**src/rtl/tha_pkg.sv**
```systemverilog
package tha_pkg;

    // Request codes carried on req_type
    localparam logic [2:0] REQ_NEW_TARGET = 3'd0;
    localparam logic [2:0] REQ_ACK_TARGET = 3'd1;
    localparam logic [2:0] REQ_RESULT     = 3'd2;
    localparam logic [2:0] REQ_PING       = 3'd3;
    localparam logic [2:0] REQ_PONG       = 3'd4;
    localparam logic [2:0] REQ_TICK       = 3'd5;
    localparam logic [2:0] REQ_LINK_UP    = 3'd6;
    localparam logic [2:0] REQ_LINK_DOWN  = 3'd7;

    // Action codes carried on action
    localparam logic [2:0] ACT_SEND_TARGET = 3'd0;
    localparam logic [2:0] ACT_SEND_ACK    = 3'd1;
    localparam logic [2:0] ACT_PUBLISH     = 3'd2;
    localparam logic [2:0] ACT_SEND_PONG   = 3'd3;
    localparam logic [2:0] ACT_SEND_PING   = 3'd4;
    localparam logic [2:0] ACT_DISCONNECT  = 3'd5;

    // Configuration register indexes
    localparam logic [1:0] CFG_ACK_TIMEOUT = 2'd0;
    localparam logic [1:0] CFG_MAX_RETRIES = 2'd1;
    localparam logic [1:0] CFG_HB_INTERVAL = 2'd2;
    localparam logic [1:0] CFG_HB_TIMEOUT  = 2'd3;

    // Configuration reset values
    localparam logic [15:0] ACK_TIMEOUT_RST = 16'd500;
    localparam logic [7:0]  MAX_RETRIES_RST = 8'd3;
    localparam logic [15:0] HB_INTERVAL_RST = 16'd1000;
    localparam logic [16:0] HB_TIMEOUT_RST  = 17'd3000;

    localparam logic [15:0] TIMER16_MAX = 16'hFFFF;
    localparam logic [16:0] SILENCE_MAX = 17'h1FFFF;

    // Depth of the queue between front and back
    localparam int QUEUE_DEPTH = 4;
    localparam int QUEUE_PTR_W = $clog2(QUEUE_DEPTH);

    // One outgoing result
    typedef struct packed {
        logic [2:0]  action;
        logic [31:0] seq;
        logic [7:0]  target;
        logic [7:0]  status;
    } t_result;

    // Results caused by one accepted transaction (one or two)
    typedef struct packed {
        logic    two;
        t_result r0;
        t_result r1;
    } t_entry;

    function automatic t_result make_res(logic [2:0] act, logic [31:0] seq,
                                         logic [7:0] tgt, logic [7:0] st);
        t_result r;
        r.action = act;
        r.seq    = seq;
        r.target = tgt;
        r.status = st;
        return r;
    endfunction

endpackage

```
**src/rtl/task_handoff_arq_with_heartbeat.sv**
```systemverilog
// A result passes through the queue and then the output register once its transaction is accepted.
// Throughput: one transaction per cycle while the queue has room, and one result per cycle
// while the output is taken; a transaction with two results sends them one after the other.
// A four-entry queue between the classifying front and the output back absorbs stalls.
// Reset is synchronous and active low: timers, flags and queue clear, both sequence
// counters return to one and the configuration registers to their defaults.
module task_handoff_arq_with_heartbeat #(
    parameter int SEQ_WIDTH = 32
) (
    input  logic        i_clk,
    input  logic        i_rst_n,
    input  logic        i_cfg_valid,
    output logic        o_cfg_ready,
    input  logic [1:0]  i_cfg_index,
    input  logic [16:0] i_cfg_data,
    input  logic        i_valid,
    output logic        o_ready,
    input  logic [2:0]  i_req_type,
    input  logic [31:0] i_seq_in,
    input  logic [7:0]  i_target_code,
    input  logic [7:0]  i_status_code,
    output logic        o_valid,
    input  logic        i_ready,
    output logic [2:0]  o_action,
    output logic [31:0] o_seq_out,
    output logic [7:0]  o_target_out,
    output logic [7:0]  o_status_out,
    output logic        o_last
);
    import tha_pkg::*;

    logic   w_push, w_full, w_q_valid, w_pop;
    t_entry w_entry, w_head;

    // Configuration writes are always taken
    assign o_cfg_ready = 1'b1;

    // Front: classifies transactions, keeps the protocol state
    tha_front #(
        .SEQ_WIDTH(SEQ_WIDTH)
    ) u_front (
        .i_clk         (i_clk),
        .i_rst_n       (i_rst_n),
        .i_cfg_valid   (i_cfg_valid),
        .i_cfg_index   (i_cfg_index),
        .i_cfg_data    (i_cfg_data),
        .i_valid       (i_valid),
        .o_ready       (o_ready),
        .i_req_type    (i_req_type),
        .i_seq_in      (i_seq_in),
        .i_target_code (i_target_code),
        .i_status_code (i_status_code),
        .i_q_full      (w_full),
        .o_push        (w_push),
        .o_entry       (w_entry)
    );

    // Queue of pending result groups
    tha_queue u_queue (
        .i_clk   (i_clk),
        .i_rst_n (i_rst_n),
        .i_push  (w_push),
        .i_entry (w_entry),
        .o_full  (w_full),
        .i_pop   (w_pop),
        .o_valid (w_q_valid),
        .o_head  (w_head)
    );

    // Back: sends results one at a time
    tha_back u_back (
        .i_clk        (i_clk),
        .i_rst_n      (i_rst_n),
        .i_q_valid    (w_q_valid),
        .i_q_head     (w_head),
        .o_q_pop      (w_pop),
        .o_valid      (o_valid),
        .i_ready      (i_ready),
        .o_action     (o_action),
        .o_seq_out    (o_seq_out),
        .o_target_out (o_target_out),
        .o_status_out (o_status_out),
        .o_last       (o_last)
    );

endmodule

```
**src/rtl/tha_front.sv**
```systemverilog
module tha_front #(
    parameter int SEQ_WIDTH = 32
) (
    input  logic            i_clk,
    input  logic            i_rst_n,
    input  logic            i_cfg_valid,
    input  logic [1:0]      i_cfg_index,
    input  logic [16:0]     i_cfg_data,
    input  logic            i_valid,
    output logic            o_ready,
    input  logic [2:0]      i_req_type,
    input  logic [31:0]     i_seq_in,
    input  logic [7:0]      i_target_code,
    input  logic [7:0]      i_status_code,
    input  logic            i_q_full,
    output logic            o_push,
    output tha_pkg::t_entry o_entry
);
    import tha_pkg::*;

    // Configuration registers
    logic [15:0] r_ack_timeout;
    logic [7:0]  r_max_retries;
    logic [15:0] r_hb_interval;
    logic [16:0] r_hb_timeout;

    // Protocol state
    logic [SEQ_WIDTH-1:0] r_next_seq, n_next_seq;
    logic                 r_task_busy, n_task_busy;
    logic                 r_awaiting, n_awaiting;
    logic [SEQ_WIDTH-1:0] r_active_seq, n_active_seq;
    logic [7:0]           r_active_target, n_active_target;
    logic [7:0]           r_resend_cnt, n_resend_cnt;
    logic [15:0]          r_ack_wait, n_ack_wait;
    logic                 r_done_valid, n_done_valid;
    logic [SEQ_WIDTH-1:0] r_done_seq, n_done_seq;
    logic                 r_link_up, n_link_up;
    logic [16:0]          r_silence, n_silence;
    logic [15:0]          r_ping_elapsed, n_ping_elapsed;
    logic                 r_ping_once, n_ping_once;
    logic [SEQ_WIDTH-1:0] r_ping_seq, n_ping_seq;

    logic [63:0]          w_seq_in64;
    logic [SEQ_WIDTH-1:0] w_seq;
    logic [63:0]          w_active64, w_ping64, w_seq64;
    logic                 w_accept;
    logic [15:0]          w_ack_inc, w_ping_inc;
    logic [16:0]          w_sil_inc;
    logic                 w_ack_expire, w_ack_disc, w_hb_disc, w_ping_fire;
    logic                 w_a_valid, w_b_valid;
    t_result              w_a, w_b;
    t_entry               w_entry;
    logic                 w_any;

    // The incoming sequence is compared in its low SEQ_WIDTH bits
    assign w_seq_in64 = {32'd0, i_seq_in};
    assign w_seq      = w_seq_in64[SEQ_WIDTH-1:0];
    assign w_active64 = 64'(r_active_seq);
    assign w_ping64   = 64'(r_ping_seq);
    assign w_seq64    = 64'(w_seq);

    assign o_ready  = !i_q_full;
    assign w_accept = i_valid && o_ready;

    // Saturating timer increments and tick decisions
    assign w_ack_inc    = (r_ack_wait < TIMER16_MAX) ? r_ack_wait + 16'd1 : r_ack_wait;
    assign w_ping_inc   = (r_ping_elapsed < TIMER16_MAX) ? r_ping_elapsed + 16'd1
                                                         : r_ping_elapsed;
    assign w_sil_inc    = (r_silence < SILENCE_MAX) ? r_silence + 17'd1 : r_silence;
    assign w_ack_expire = r_task_busy && r_awaiting && (w_ack_inc >= r_ack_timeout);
    assign w_ack_disc   = w_ack_expire && (r_resend_cnt >= r_max_retries);
    assign w_hb_disc    = w_sil_inc > r_hb_timeout;
    assign w_ping_fire  = !r_ping_once || (w_ping_inc >= r_hb_interval);

    // Next state and the results of this transaction
    always_comb begin
        n_next_seq      = r_next_seq;
        n_task_busy     = r_task_busy;
        n_awaiting      = r_awaiting;
        n_active_seq    = r_active_seq;
        n_active_target = r_active_target;
        n_resend_cnt    = r_resend_cnt;
        n_ack_wait      = r_ack_wait;
        n_done_valid    = r_done_valid;
        n_done_seq      = r_done_seq;
        n_link_up       = r_link_up;
        n_silence       = r_silence;
        n_ping_elapsed  = r_ping_elapsed;
        n_ping_once     = r_ping_once;
        n_ping_seq      = r_ping_seq;
        w_a_valid       = 1'b0;
        w_b_valid       = 1'b0;
        w_a             = make_res(ACT_SEND_TARGET, 32'd0, 8'd0, 8'd0);
        w_b             = make_res(ACT_SEND_TARGET, 32'd0, 8'd0, 8'd0);

        // Received messages are dropped while the link is down
        if ((i_req_type == REQ_ACK_TARGET || i_req_type == REQ_RESULT ||
             i_req_type == REQ_PING || i_req_type == REQ_PONG) && r_link_up) begin
            n_silence = '0;
        end

        unique case (i_req_type)
            REQ_NEW_TARGET: begin
                if (!r_task_busy) begin
                    n_active_seq    = r_next_seq;
                    n_next_seq      = r_next_seq + 1'b1;
                    n_active_target = i_target_code;
                    n_task_busy     = 1'b1;
                    n_awaiting      = 1'b1;
                    n_resend_cnt    = '0;
                    n_ack_wait      = '0;
                    if (r_link_up) begin
                        w_a_valid = 1'b1;
                        w_a = make_res(ACT_SEND_TARGET, w_seq_in64[31:0] & 32'd0
                                       | 32'(r_next_seq), i_target_code, 8'd0);
                    end
                end
            end
            REQ_ACK_TARGET: begin
                if (r_link_up && r_task_busy && r_awaiting && w_seq == r_active_seq) begin
                    n_awaiting   = 1'b0;
                    n_resend_cnt = '0;
                end
            end
            REQ_RESULT: begin
                if (r_link_up) begin
                    if (r_task_busy && w_seq == r_active_seq) begin
                        n_task_busy  = 1'b0;
                        n_awaiting   = 1'b0;
                        n_done_valid = 1'b1;
                        n_done_seq   = w_seq;
                        w_a_valid    = 1'b1;
                        w_a = make_res(ACT_SEND_ACK, w_seq64[31:0], 8'd0, 8'd0);
                        w_b_valid    = 1'b1;
                        w_b = make_res(ACT_PUBLISH, w_seq64[31:0], 8'd0, i_status_code);
                    end else if (r_done_valid && w_seq == r_done_seq) begin
                        w_a_valid = 1'b1;
                        w_a = make_res(ACT_SEND_ACK, w_seq64[31:0], 8'd0, 8'd0);
                    end
                end
            end
            REQ_PING: begin
                if (r_link_up) begin
                    w_a_valid = 1'b1;
                    w_a = make_res(ACT_SEND_PONG, w_seq64[31:0], 8'd0, 8'd0);
                end
            end
            REQ_PONG: begin
                // Only clears the silence counter
            end
            REQ_TICK: begin
                if (r_link_up) begin
                    // Acknowledge timer first; its disconnect ends the tick
                    if (r_task_busy && r_awaiting) begin
                        n_ack_wait = w_ack_inc;
                    end
                    if (w_ack_expire) begin
                        n_ack_wait = '0;
                        w_a_valid  = 1'b1;
                        if (w_ack_disc) begin
                            n_link_up = 1'b0;
                            w_a = make_res(ACT_DISCONNECT, w_active64[31:0], 8'd0, 8'd0);
                        end else begin
                            n_resend_cnt = r_resend_cnt + 8'd1;
                            w_a = make_res(ACT_SEND_TARGET, w_active64[31:0],
                                           r_active_target, 8'd0);
                        end
                    end
                    // Heartbeat supervision
                    if (!w_ack_disc) begin
                        n_silence = w_sil_inc;
                        if (w_hb_disc) begin
                            n_link_up = 1'b0;
                            w_b_valid = 1'b1;
                            w_b = make_res(ACT_DISCONNECT, 32'd0, 8'd0, 8'd0);
                        end else begin
                            n_ping_elapsed = w_ping_inc;
                            if (w_ping_fire) begin
                                w_b_valid      = 1'b1;
                                w_b = make_res(ACT_SEND_PING, w_ping64[31:0], 8'd0, 8'd0);
                                n_ping_seq     = r_ping_seq + 1'b1;
                                n_ping_elapsed = '0;
                                n_ping_once    = 1'b1;
                            end
                        end
                    end
                end
            end
            REQ_LINK_UP: begin
                if (!r_link_up) begin
                    n_link_up      = 1'b1;
                    n_silence      = '0;
                    n_ping_elapsed = '0;
                    n_ping_once    = 1'b0;
                    if (r_task_busy && r_awaiting) begin
                        n_resend_cnt = '0;
                        n_ack_wait   = '0;
                        w_a_valid    = 1'b1;
                        w_a = make_res(ACT_SEND_TARGET, w_active64[31:0],
                                       r_active_target, 8'd0);
                    end
                end
            end
            REQ_LINK_DOWN: begin
                n_link_up = 1'b0;
            end
        endcase
    end

    // Pack the one or two results, earliest first
    always_comb begin
        w_any         = w_a_valid || w_b_valid;
        w_entry.two   = w_a_valid && w_b_valid;
        w_entry.r0    = w_a_valid ? w_a : w_b;
        w_entry.r1    = w_b;
    end

    assign o_push  = w_accept && w_any;
    assign o_entry = w_entry;

    // Configuration writes
    always_ff @(posedge i_clk) begin
        if (!i_rst_n) begin
            r_ack_timeout <= ACK_TIMEOUT_RST;
            r_max_retries <= MAX_RETRIES_RST;
            r_hb_interval <= HB_INTERVAL_RST;
            r_hb_timeout  <= HB_TIMEOUT_RST;
        end else if (i_cfg_valid) begin
            unique case (i_cfg_index)
                CFG_ACK_TIMEOUT: r_ack_timeout <= i_cfg_data[15:0];
                CFG_MAX_RETRIES: r_max_retries <= i_cfg_data[7:0];
                CFG_HB_INTERVAL: r_hb_interval <= i_cfg_data[15:0];
                CFG_HB_TIMEOUT:  r_hb_timeout  <= i_cfg_data;
            endcase
        end
    end

    // State update on each accepted transaction
    always_ff @(posedge i_clk) begin
        if (!i_rst_n) begin
            r_next_seq      <= SEQ_WIDTH'(1);
            r_task_busy     <= 1'b0;
            r_awaiting      <= 1'b0;
            r_active_seq    <= '0;
            r_active_target <= '0;
            r_resend_cnt    <= '0;
            r_ack_wait      <= '0;
            r_done_valid    <= 1'b0;
            r_done_seq      <= '0;
            r_link_up       <= 1'b0;
            r_silence       <= '0;
            r_ping_elapsed  <= '0;
            r_ping_once     <= 1'b0;
            r_ping_seq      <= SEQ_WIDTH'(1);
        end else if (w_accept) begin
            r_next_seq      <= n_next_seq;
            r_task_busy     <= n_task_busy;
            r_awaiting      <= n_awaiting;
            r_active_seq    <= n_active_seq;
            r_active_target <= n_active_target;
            r_resend_cnt    <= n_resend_cnt;
            r_ack_wait      <= n_ack_wait;
            r_done_valid    <= n_done_valid;
            r_done_seq      <= n_done_seq;
            r_link_up       <= n_link_up;
            r_silence       <= n_silence;
            r_ping_elapsed  <= n_ping_elapsed;
            r_ping_once     <= n_ping_once;
            r_ping_seq      <= n_ping_seq;
        end
    end

endmodule

```
**src/rtl/tha_queue.sv**
```systemverilog
module tha_queue (
    input  logic            i_clk,
    input  logic            i_rst_n,
    input  logic            i_push,
    input  tha_pkg::t_entry i_entry,
    output logic            o_full,
    input  logic            i_pop,
    output logic            o_valid,
    output tha_pkg::t_entry o_head
);
    import tha_pkg::*;

    t_entry                 r_mem [QUEUE_DEPTH];
    logic [QUEUE_PTR_W-1:0] r_wr_ptr;
    logic [QUEUE_PTR_W-1:0] r_rd_ptr;
    logic [QUEUE_PTR_W:0]   r_count;
    logic                   w_do_push, w_do_pop;

    assign o_full    = (r_count == (QUEUE_PTR_W + 1)'(QUEUE_DEPTH));
    assign o_valid   = (r_count != '0);
    assign o_head    = r_mem[r_rd_ptr];
    assign w_do_push = i_push && !o_full;
    assign w_do_pop  = i_pop && o_valid;

    // Entry storage
    always_ff @(posedge i_clk) begin
        if (w_do_push) begin
            r_mem[r_wr_ptr] <= i_entry;
        end
    end

    // Pointers and fill count
    always_ff @(posedge i_clk) begin
        if (!i_rst_n) begin
            r_wr_ptr <= '0;
            r_rd_ptr <= '0;
            r_count  <= '0;
        end else begin
            if (w_do_push) begin
                r_wr_ptr <= r_wr_ptr + 1'b1;
            end
            if (w_do_pop) begin
                r_rd_ptr <= r_rd_ptr + 1'b1;
            end
            case ({w_do_push, w_do_pop})
                2'b10:   r_count <= r_count + 1'b1;
                2'b01:   r_count <= r_count - 1'b1;
                default: r_count <= r_count;
            endcase
        end
    end

endmodule

```
**src/rtl/tha_back.sv**
```systemverilog
module tha_back (
    input  logic            i_clk,
    input  logic            i_rst_n,
    input  logic            i_q_valid,
    input  tha_pkg::t_entry i_q_head,
    output logic            o_q_pop,
    output logic            o_valid,
    input  logic            i_ready,
    output logic [2:0]      o_action,
    output logic [31:0]     o_seq_out,
    output logic [7:0]      o_target_out,
    output logic [7:0]      o_status_out,
    output logic            o_last
);
    import tha_pkg::*;

    logic    r_out_valid;
    logic    r_sub;
    t_result r_res;
    logic    r_last;
    logic    w_load;
    logic    w_final;
    t_result w_pick;

    // The output register takes a new result when empty or being taken
    assign w_load  = i_q_valid && (!r_out_valid || i_ready);
    assign w_final = !i_q_head.two || r_sub;
    assign w_pick  = r_sub ? i_q_head.r1 : i_q_head.r0;
    assign o_q_pop = w_load && w_final;

    // Control: output valid and which half of a two-result entry is next
    always_ff @(posedge i_clk) begin
        if (!i_rst_n) begin
            r_out_valid <= 1'b0;
            r_sub       <= 1'b0;
        end else begin
            if (w_load) begin
                r_out_valid <= 1'b1;
                r_sub       <= !w_final;
            end else if (i_ready) begin
                r_out_valid <= 1'b0;
            end
        end
    end

    // Output payload
    always_ff @(posedge i_clk) begin
        if (w_load) begin
            r_res  <= w_pick;
            r_last <= w_final;
        end
    end

    assign o_valid      = r_out_valid;
    assign o_action     = r_res.action;
    assign o_seq_out    = r_res.seq;
    assign o_target_out = r_res.target;
    assign o_status_out = r_res.status;
    assign o_last       = r_last;

endmodule

```
**config.mk**
```make
export PLATFORM = sky130hd
export DESIGN_NAME = task_handoff_arq_with_heartbeat
export DESIGN_NICKNAME = d
export VERILOG_FILES = /design/src/rtl/tha_pkg.sv /design/src/rtl/task_handoff_arq_with_heartbeat.sv /design/src/rtl/tha_front.sv /design/src/rtl/tha_queue.sv /design/src/rtl/tha_back.sv
export SDC_FILE = /design/constraint.sdc
export NUM_CORES = 1
export LEC_CHECK = 0
export ABC_AREA = 0
export BUFFER_PORTS_ARGS = -buffer_cell sky130_fd_sc_hd__buf_4
export CORE_MARGIN = 2
export CORE_UTILIZATION = 30
export DETAILED_ROUTE_END_ITERATION = 8
export GPL_TIMING_DRIVEN = 0
export PLACE_DENSITY = 0.48
export SLEW_MARGIN = 30
export SYNTH_ARGS = -nofsm -noshare
export SYNTH_HDL_FRONTEND = slang
export SYNTH_HIERARCHICAL = 1
export SYNTH_SLANG_ARGS = --single-unit
```
**constraint.sdc**
```tcl
create_clock -name i_clk -period 19.6 [get_ports i_clk]
set_clock_uncertainty 0.15 [all_clocks]
set_input_delay 0.98 -clock i_clk [delete_from_list [all_inputs] [get_ports i_clk]]
set_output_delay 0.98 -clock i_clk [all_outputs]
set_load 0.01 [all_outputs]
```
==> results of run 1 <==
[placed cells by master, fill, tap and decap left out, types with 24 or more instances in the layout]
master     synthesis  final
a22oi_1           30     30
edfxtp_1         464    464
xor2_1            95     95
and3_1            26     26
a221oi_1          24     24
or3_1             32     32
o21ai_0           71     71
a22o_1            32     32
mux4_2           103    103
nand2_1          398    398
buf_4             20    124
nor2_1           125    125
nand3_1           61     61
inv_1             96     95
clkbuf_1         124    151
mux2_4            49     49
nand4_1           45     45
a21oi_1          179    179
nor4_1            25     24
and2_1            33     29
xnor2_1           45     45
clkbuf_16          0     84
o211ai_1          29     29
ha_1              68     68
dfxtp_1          266    266
[through the flow]
| step | setup WS, ps | hold slack, ps | power (W) | cells |
|---|---|---|---|---|
| after floorplan | 12320 | 280 | 0.00173 | 2742 |
| after global placement | 8400 | 292 | 0.00178 | 4322 |
| after detailed placement | 12190 | 296 | 0.00178 | 4335 |
| after CTS | 12140 | 303 | 0.00333 | 4488 |
| after global routing | 12050 | 329 | 0.00340 | 4488 |
| final | 12490 | 301 | 0.00329 | 4490 |
[final timing paths]
check                             start                    endpoint  slack [ps]
max               u_front/r_ack_wait[3]        u_queue/r_mem[1][85]       12490
min          u_front/r_active_target[2]  u_front/r_active_target[2]         300
max reg2reg       u_front/r_ack_wait[3]        u_queue/r_mem[1][85]       12490
min reg2reg  u_front/r_active_target[2]  u_front/r_active_target[2]         300
[worst max-delay path: cells and delay by family, from the launching register on]
family | cells | cell delay, ps
flops | 1 | 430
buf+inv | 5 | 1390
xor+xnor | 1 | 170
compound gates | 3 | 990
fa+ha+maj | 1 | 300
simple gates | 12 | 3250
[sequential cells by signal, summed over array words and instances (netlist names), 16 cells and up, named ones only]
signal / flops
u_front/r_active_seq: 32
u_front/r_ack_wait: 16
u_front/r_hb_interval: 16
u_back/o_seq_out: 32
u_front/r_hb_timeout: 17
u_front/r_silence: 17
u_front/r_ping_seq: 32
u_front/r_ack_timeout: 16
u_front/r_next_seq: 32
u_front/r_ping_elapsed: 16
u_queue/r_mem: 412
u_front/r_done_seq: 32
[metal layers]
metal | share of wire (%) | global-route usage, % | routed length [um]
met1 | 47 | 24.3 | 45200
met4 | 2.2 | 4.30 | 2140
met5 | 0.059 | 0 | 57
met3 | 5.3 | 2.85 | 5070
met2 | 45 | 26.5 | 43700
[logic make-up after synthesis]
logic type               after synthesis  synth area share (%)
other                                  2                0.0227
adder cells (fa/ha/maj)               69                  2.63
flip-flops                           730                  58.2
XOR/XNOR                             140                  3.70
buffers and inverters                281                  4.16
multiplexers                         172                  9.85
AND/OR/NAND/NOR                      854                  12.2
AO/OA/AOI/OAI                        479                  9.20
[where the power goes]
group	internal (W)	switching (W)
Clock	0.000886	0.000650
Sequential	0.00163	0.00000410
Combinational	0.0000352	0.0000807
[area by class of cell]
cell class	count	area share, %
buffer	184	2.61
clock inverter	35	1.01
multi-input combinational	1731	32.4
tap	1476	4.76
sequential	730	49.7
clock buffer	118	5.90
timing repair buffer	117	2.74
antenna	2	0.0129
inverter	97	0.945
==> flow_metrics.env, run 1 <==
export IMPL_max_freq_mhz=141
export IMPL_io_buffers=104
export IMPL_cts_setup_buffers=0
export IMPL_nNetsFinal=3088
export IMPL_rsz0062_at_grt="no"
export IMPL_synth_area_leaders="edfxtp_1, dfxtp_1, mux4_2"
export IMPL_drt_wl_total_um=96200
export IMPL_final_area_sq_um=38800
export IMPL_period_minus_slack_ps=7110
export IMPL_viasPerCell=4.94
export IMPL_ant_nets=0
export IMPL_clock_sinks=730
export IMPL_netlist_instances=2727
export IMPL_cp_arrival_ps=7290
export IMPL_synth_area_leader_cell="edfxtp_1"
export IMPL_ctsHtreeMaxLevel=3
export IMPL_synth_top_cells_by_count="edfxtp_1, nand2_1, dfxtp_1"
export IMPL_dr_total_vias=22200
export IMPL_async_flop_share_pct=0
export IMPL_finalCritPeriodShare_pct=36.3
export IMPL_die_area_sq_um=113000
export IMPL_tightestPinTransition_ps=978
export IMPL_first_global_vias=21700
export IMPL_worstPathCellList="and4_1 -> nand4_1 -> nor4_2 -> nor2_1 -> and3_1 -> xor2_1 -> ha_1 -> and4_1 -> nand2_1 -> a311o_1 -> a31oi_2 -> nand2_1 -> or3b_1 -> buf_2 -> buf_2 -> a21oi_1 -> nor2_1 -> nor2b_1 -> clkbuf_1 -> and2_4 -> buf_12 -> buf_12"
export IMPL_post_dp_cell_area_sq_um=36100
export IMPL_ys_seq_area_share_pct=58.2
export IMPL_initial_utilization_pct=30.3
export IMPL_ys_warn_count=6
export IMPL_slew_violations=0
export IMPL_cts_resized=0
export IMPL_synth_ff_type="edfxtp_1"
export IMPL_p_leak_nw=13.7
export IMPL_wl_per_cell_um=21.4
export IMPL_synth_top_area_share_pct=42.1
export IMPL_antenna_found_initial=6
export IMPL_clockBufferDepth=3
export IMPL_path_class="reg -> reg"
export IMPL_grt_pass1_wl_um=143000
export IMPL_syn_cell_area_sq_um=33100
export IMPL_fillCellCount=10800
export IMPL_cp_start_kind="flip-flop"
export IMPL_fp_coreArea_sq_um=109000
export IMPL_fin_setup_tns_ps=0
export IMPL_cts_hold_buf=0
export IMPL_dp_hpwl_um=68800
export IMPL_report_final_setup_viol=0
export IMPL_utilization_pct=35.5
export IMPL_status="finished clean"
export IMPL_routabilityCongestion=0.880
export IMPL_synth_enable_flop_cells=464
export IMPL_hp_class="reg -> reg"
export IMPL_fp_dieW_um=336
export IMPL_relSlewSlack_pct=34.3
export IMPL_cts_made_buffers=83
export IMPL_seq_area_sq_um=19300
export IMPL_drive_gt1_share_pct=15.9
export IMPL_rows=121
export IMPL_finalHoldViolCount=0
export IMPL_io_pins=130
export IMPL_worst_path_largest_cell_delay_ps=640
export IMPL_cp_end_kind="flip-flop"
export IMPL_clkLatencyLatePin_ps=670
export IMPL_slowest_stage="a31oi_2"
export IMPL_critPathMaxFanout=33
export IMPL_grt_overflow=0
export IMPL_avgSynthCellArea_sq_um=12.1
export IMPL_powerDensity_nw_per_um2=84.7
export IMPL_grt_usage_pct=16.9
export IMPL_multi_input_area_sq_um=12500
export IMPL_cts_root_buf="clkbuf_16"
export IMPL_path_clk_slew_ps=60
export IMPL_synth_distinct_cells=84
export IMPL_first_iter_violations=1933
export IMPL_critPathRequiredTime_ps=19780
export IMPL_drtPass1Iterations=5
export IMPL_grt_max_degree=41
export IMPL_min_path_cells=2
export IMPL_post_synth_top_count_cell="edfxtp_1"
export IMPL_drcViolationCount=0
export IMPL_r2r_cells=22
export IMPL_synth_seq_cells=730
export IMPL_dieHeight_um=336
export IMPL_cap_violations=0
export IMPL_irDropWorstVdd_uv=55.0
export IMPL_cts_tree="done"
export IMPL_area_delta_synth_final_pct=17.2
(Power assumes the default switching activity.)
==> inputs of run 2 (changes only) <==
Clock period 19.6 ns to 7.25 ns, I/O delays scaled along.
==> flow_metrics.env, run 2 (synthesized netlist as in run 1, its figures left out) <==
export IMPL_ant_nets=0
export IMPL_dp_cells=4333
export IMPL_area_delta_synth_final_pct=19.6
export IMPL_fp_coreArea_sq_um=109000
export IMPL_io_buffers=104
export IMPL_routabilityCongestion=0.880
export IMPL_cts_root_buf="clkbuf_16"
export IMPL_cp_arrival_ps=6920
export IMPL_p_leak_nw=14.0
export IMPL_finalHoldViolCount=0
export IMPL_cap_violations=0
export IMPL_die_area_sq_um=113000
export IMPL_cts_made_buffers=84
export IMPL_final_common_cell="edfxtp_1"
export IMPL_tightestPinTransition_ps=1020
export IMPL_hp_class="in -> reg"
export IMPL_fin_cells=4556
export IMPL_dr_total_vias=22400
export IMPL_dieHeight_um=336
export IMPL_irDropWorstVdd_uv=148
export IMPL_largest_register_ffs=412
export IMPL_dp_hpwl_um=68100
export IMPL_rsz0062_at_grt="no"
export IMPL_grt_max_degree=40
export IMPL_first_global_vias=21800
export IMPL_viasPerCell=4.92
export IMPL_first_iter_violations=1693
export IMPL_final_cell_mix="edfxtp_1, nand2_1, dfxtp_1, a21oi_1, clkbuf_1"
export IMPL_drive_gt1_share_pct=15.7
export IMPL_slew_violations=0
export IMPL_critPathRequiredTime_ps=7420
export IMPL_report_final_setup_viol=0
export IMPL_clock_sinks=730
export IMPL_max_flop_register="u_queue/r_mem"
export IMPL_antenna_found_initial=7
export IMPL_io_pins=130
export IMPL_period_minus_slack_ps=6760
export IMPL_critPathMaxFanout=35
export IMPL_grt_pass1_wl_um=140000
export IMPL_diodes=0
export IMPL_rows=121
export IMPL_finalCritPeriodShare_pct=93.2
export IMPL_nNetsFinal=3155
export IMPL_hold_slack_ps=56.7
export IMPL_path_class="reg -> reg"
export IMPL_max_freq_mhz=148
export IMPL_drt_wl_total_um=95200
export IMPL_relSlewSlack_pct=31.9
export IMPL_clockBufferDepth=3
export IMPL_drtPass1Iterations=6
export IMPL_status="finished clean"
export IMPL_path_clk_slew_ps=60
export IMPL_cts_tree="done"
export IMPL_fp_dieW_um=336
export IMPL_cp_start_kind="flip-flop"
export IMPL_cp_end_kind="flip-flop"
export IMPL_clkLatencyLatePin_ps=670
export IMPL_powerDensity_nw_per_um2=229
export IMPL_utilization_pct=36.3
export IMPL_initial_utilization_pct=30.3
export IMPL_grt_usage_pct=16.7
export IMPL_ctsHtreeMaxLevel=3
export IMPL_drcViolationCount=0
export IMPL_wl_per_cell_um=20.9
export IMPL_grt_overflow=0
-- run 2: cell count changes in the layout (fill, tap and decap cells not counted), sizes merged --
cell and delta:
diode -2, buf -2, clkinvlp -1, clkinv +10
bufinv +3, dlygate4sd3 +68, clkbuf -9, inv -1
-- run 2: final timing paths --
path                                   start  slack [ps]                          to  cells past startpoint
hold reg to reg   u_front/r_active_target[3]         300  u_front/r_active_target[3]                      2
setup reg to reg       u_front/r_ack_wait[3]         490        u_queue/r_mem[1][85]                     23
hold / removal                   i_cfg_valid          60   u_front/r_ack_timeout[10]                      4
setup / recovery       u_front/r_ack_wait[3]         490        u_queue/r_mem[1][85]                     23
-- run 2: routing by layer --
layer	track usage, %	part of all wire (%)	vias to the layer above
li1	-	-	10600
met1	23.3	47	11100
met2	26.7	46	537
met3	2.76	4.9	132
met4	4.29	2.1	8
met5	0	0.057	-
-- run 2: timing repair --
action,in CTS,in global routing
hold buffers,68,0
hold endpoints to repair,153,0
endpoints found under the setup margin,35,91
gates cloned,0,0
gates resized for setup,1,5
setup buffers,0,0
-- run 2: worst max-delay path, stage by stage, from the launching register on --
cell,delay (ps)
dfxtp_1,420
and4_1,250
nand4_1,290
nor4_4,490
nor2_1,170
and3_1,250
xor2_1,170
ha_1,290
and4_1,250
nand2_1,70
a311o_1,310
a31oi_4,380
nand2_1,170
or3b_1,250
buf_2,260
buf_2,310
a21oi_1,70
nor2_1,140
nor2b_1,150
clkbuf_1,300
and2_4,430
buf_12,240
buf_12,250
buf_16,250
-- run 2: cell type report --
cell class | instances | area (sq um)
fill | 10700 | 69600
sequential | 730 | 19300
multi-input combinational | 1731 | 12600
clock buffer | 109 | 2320
tap | 1476 | 1850
timing repair buffer | 183 | 1710
buffer | 184 | 1010
clock inverter | 46 | 482
inverter | 97 | 367
-- run 2: metrics by stage --
step	setup TNS (ps)	setup WS (ps)	power (W)	area, sq um
final	0	493	0.00907	39600
after global placement	-598800	-1500	0.00481	35800
after global routing	0	20.4	0.00937	39600
after CTS	0	97.9	0.00918	39500
after floorplan	0	1100	0.00467	33200
after detailed placement	-3830	-117	0.00481	36100
-- run 2: report_power, final --
| part | total, W | switching (W) | internal, W |
|---|---|---|---|
| logic | 0.000340 | 0.000222 | 0.000118 |
| clock network | 0.00431 | 0.00177 | 0.00255 |
| registers | 0.00442 | 0.0000112 | 0.00441 |
| total | 0.00907 | 0.00200 | 0.00707 |
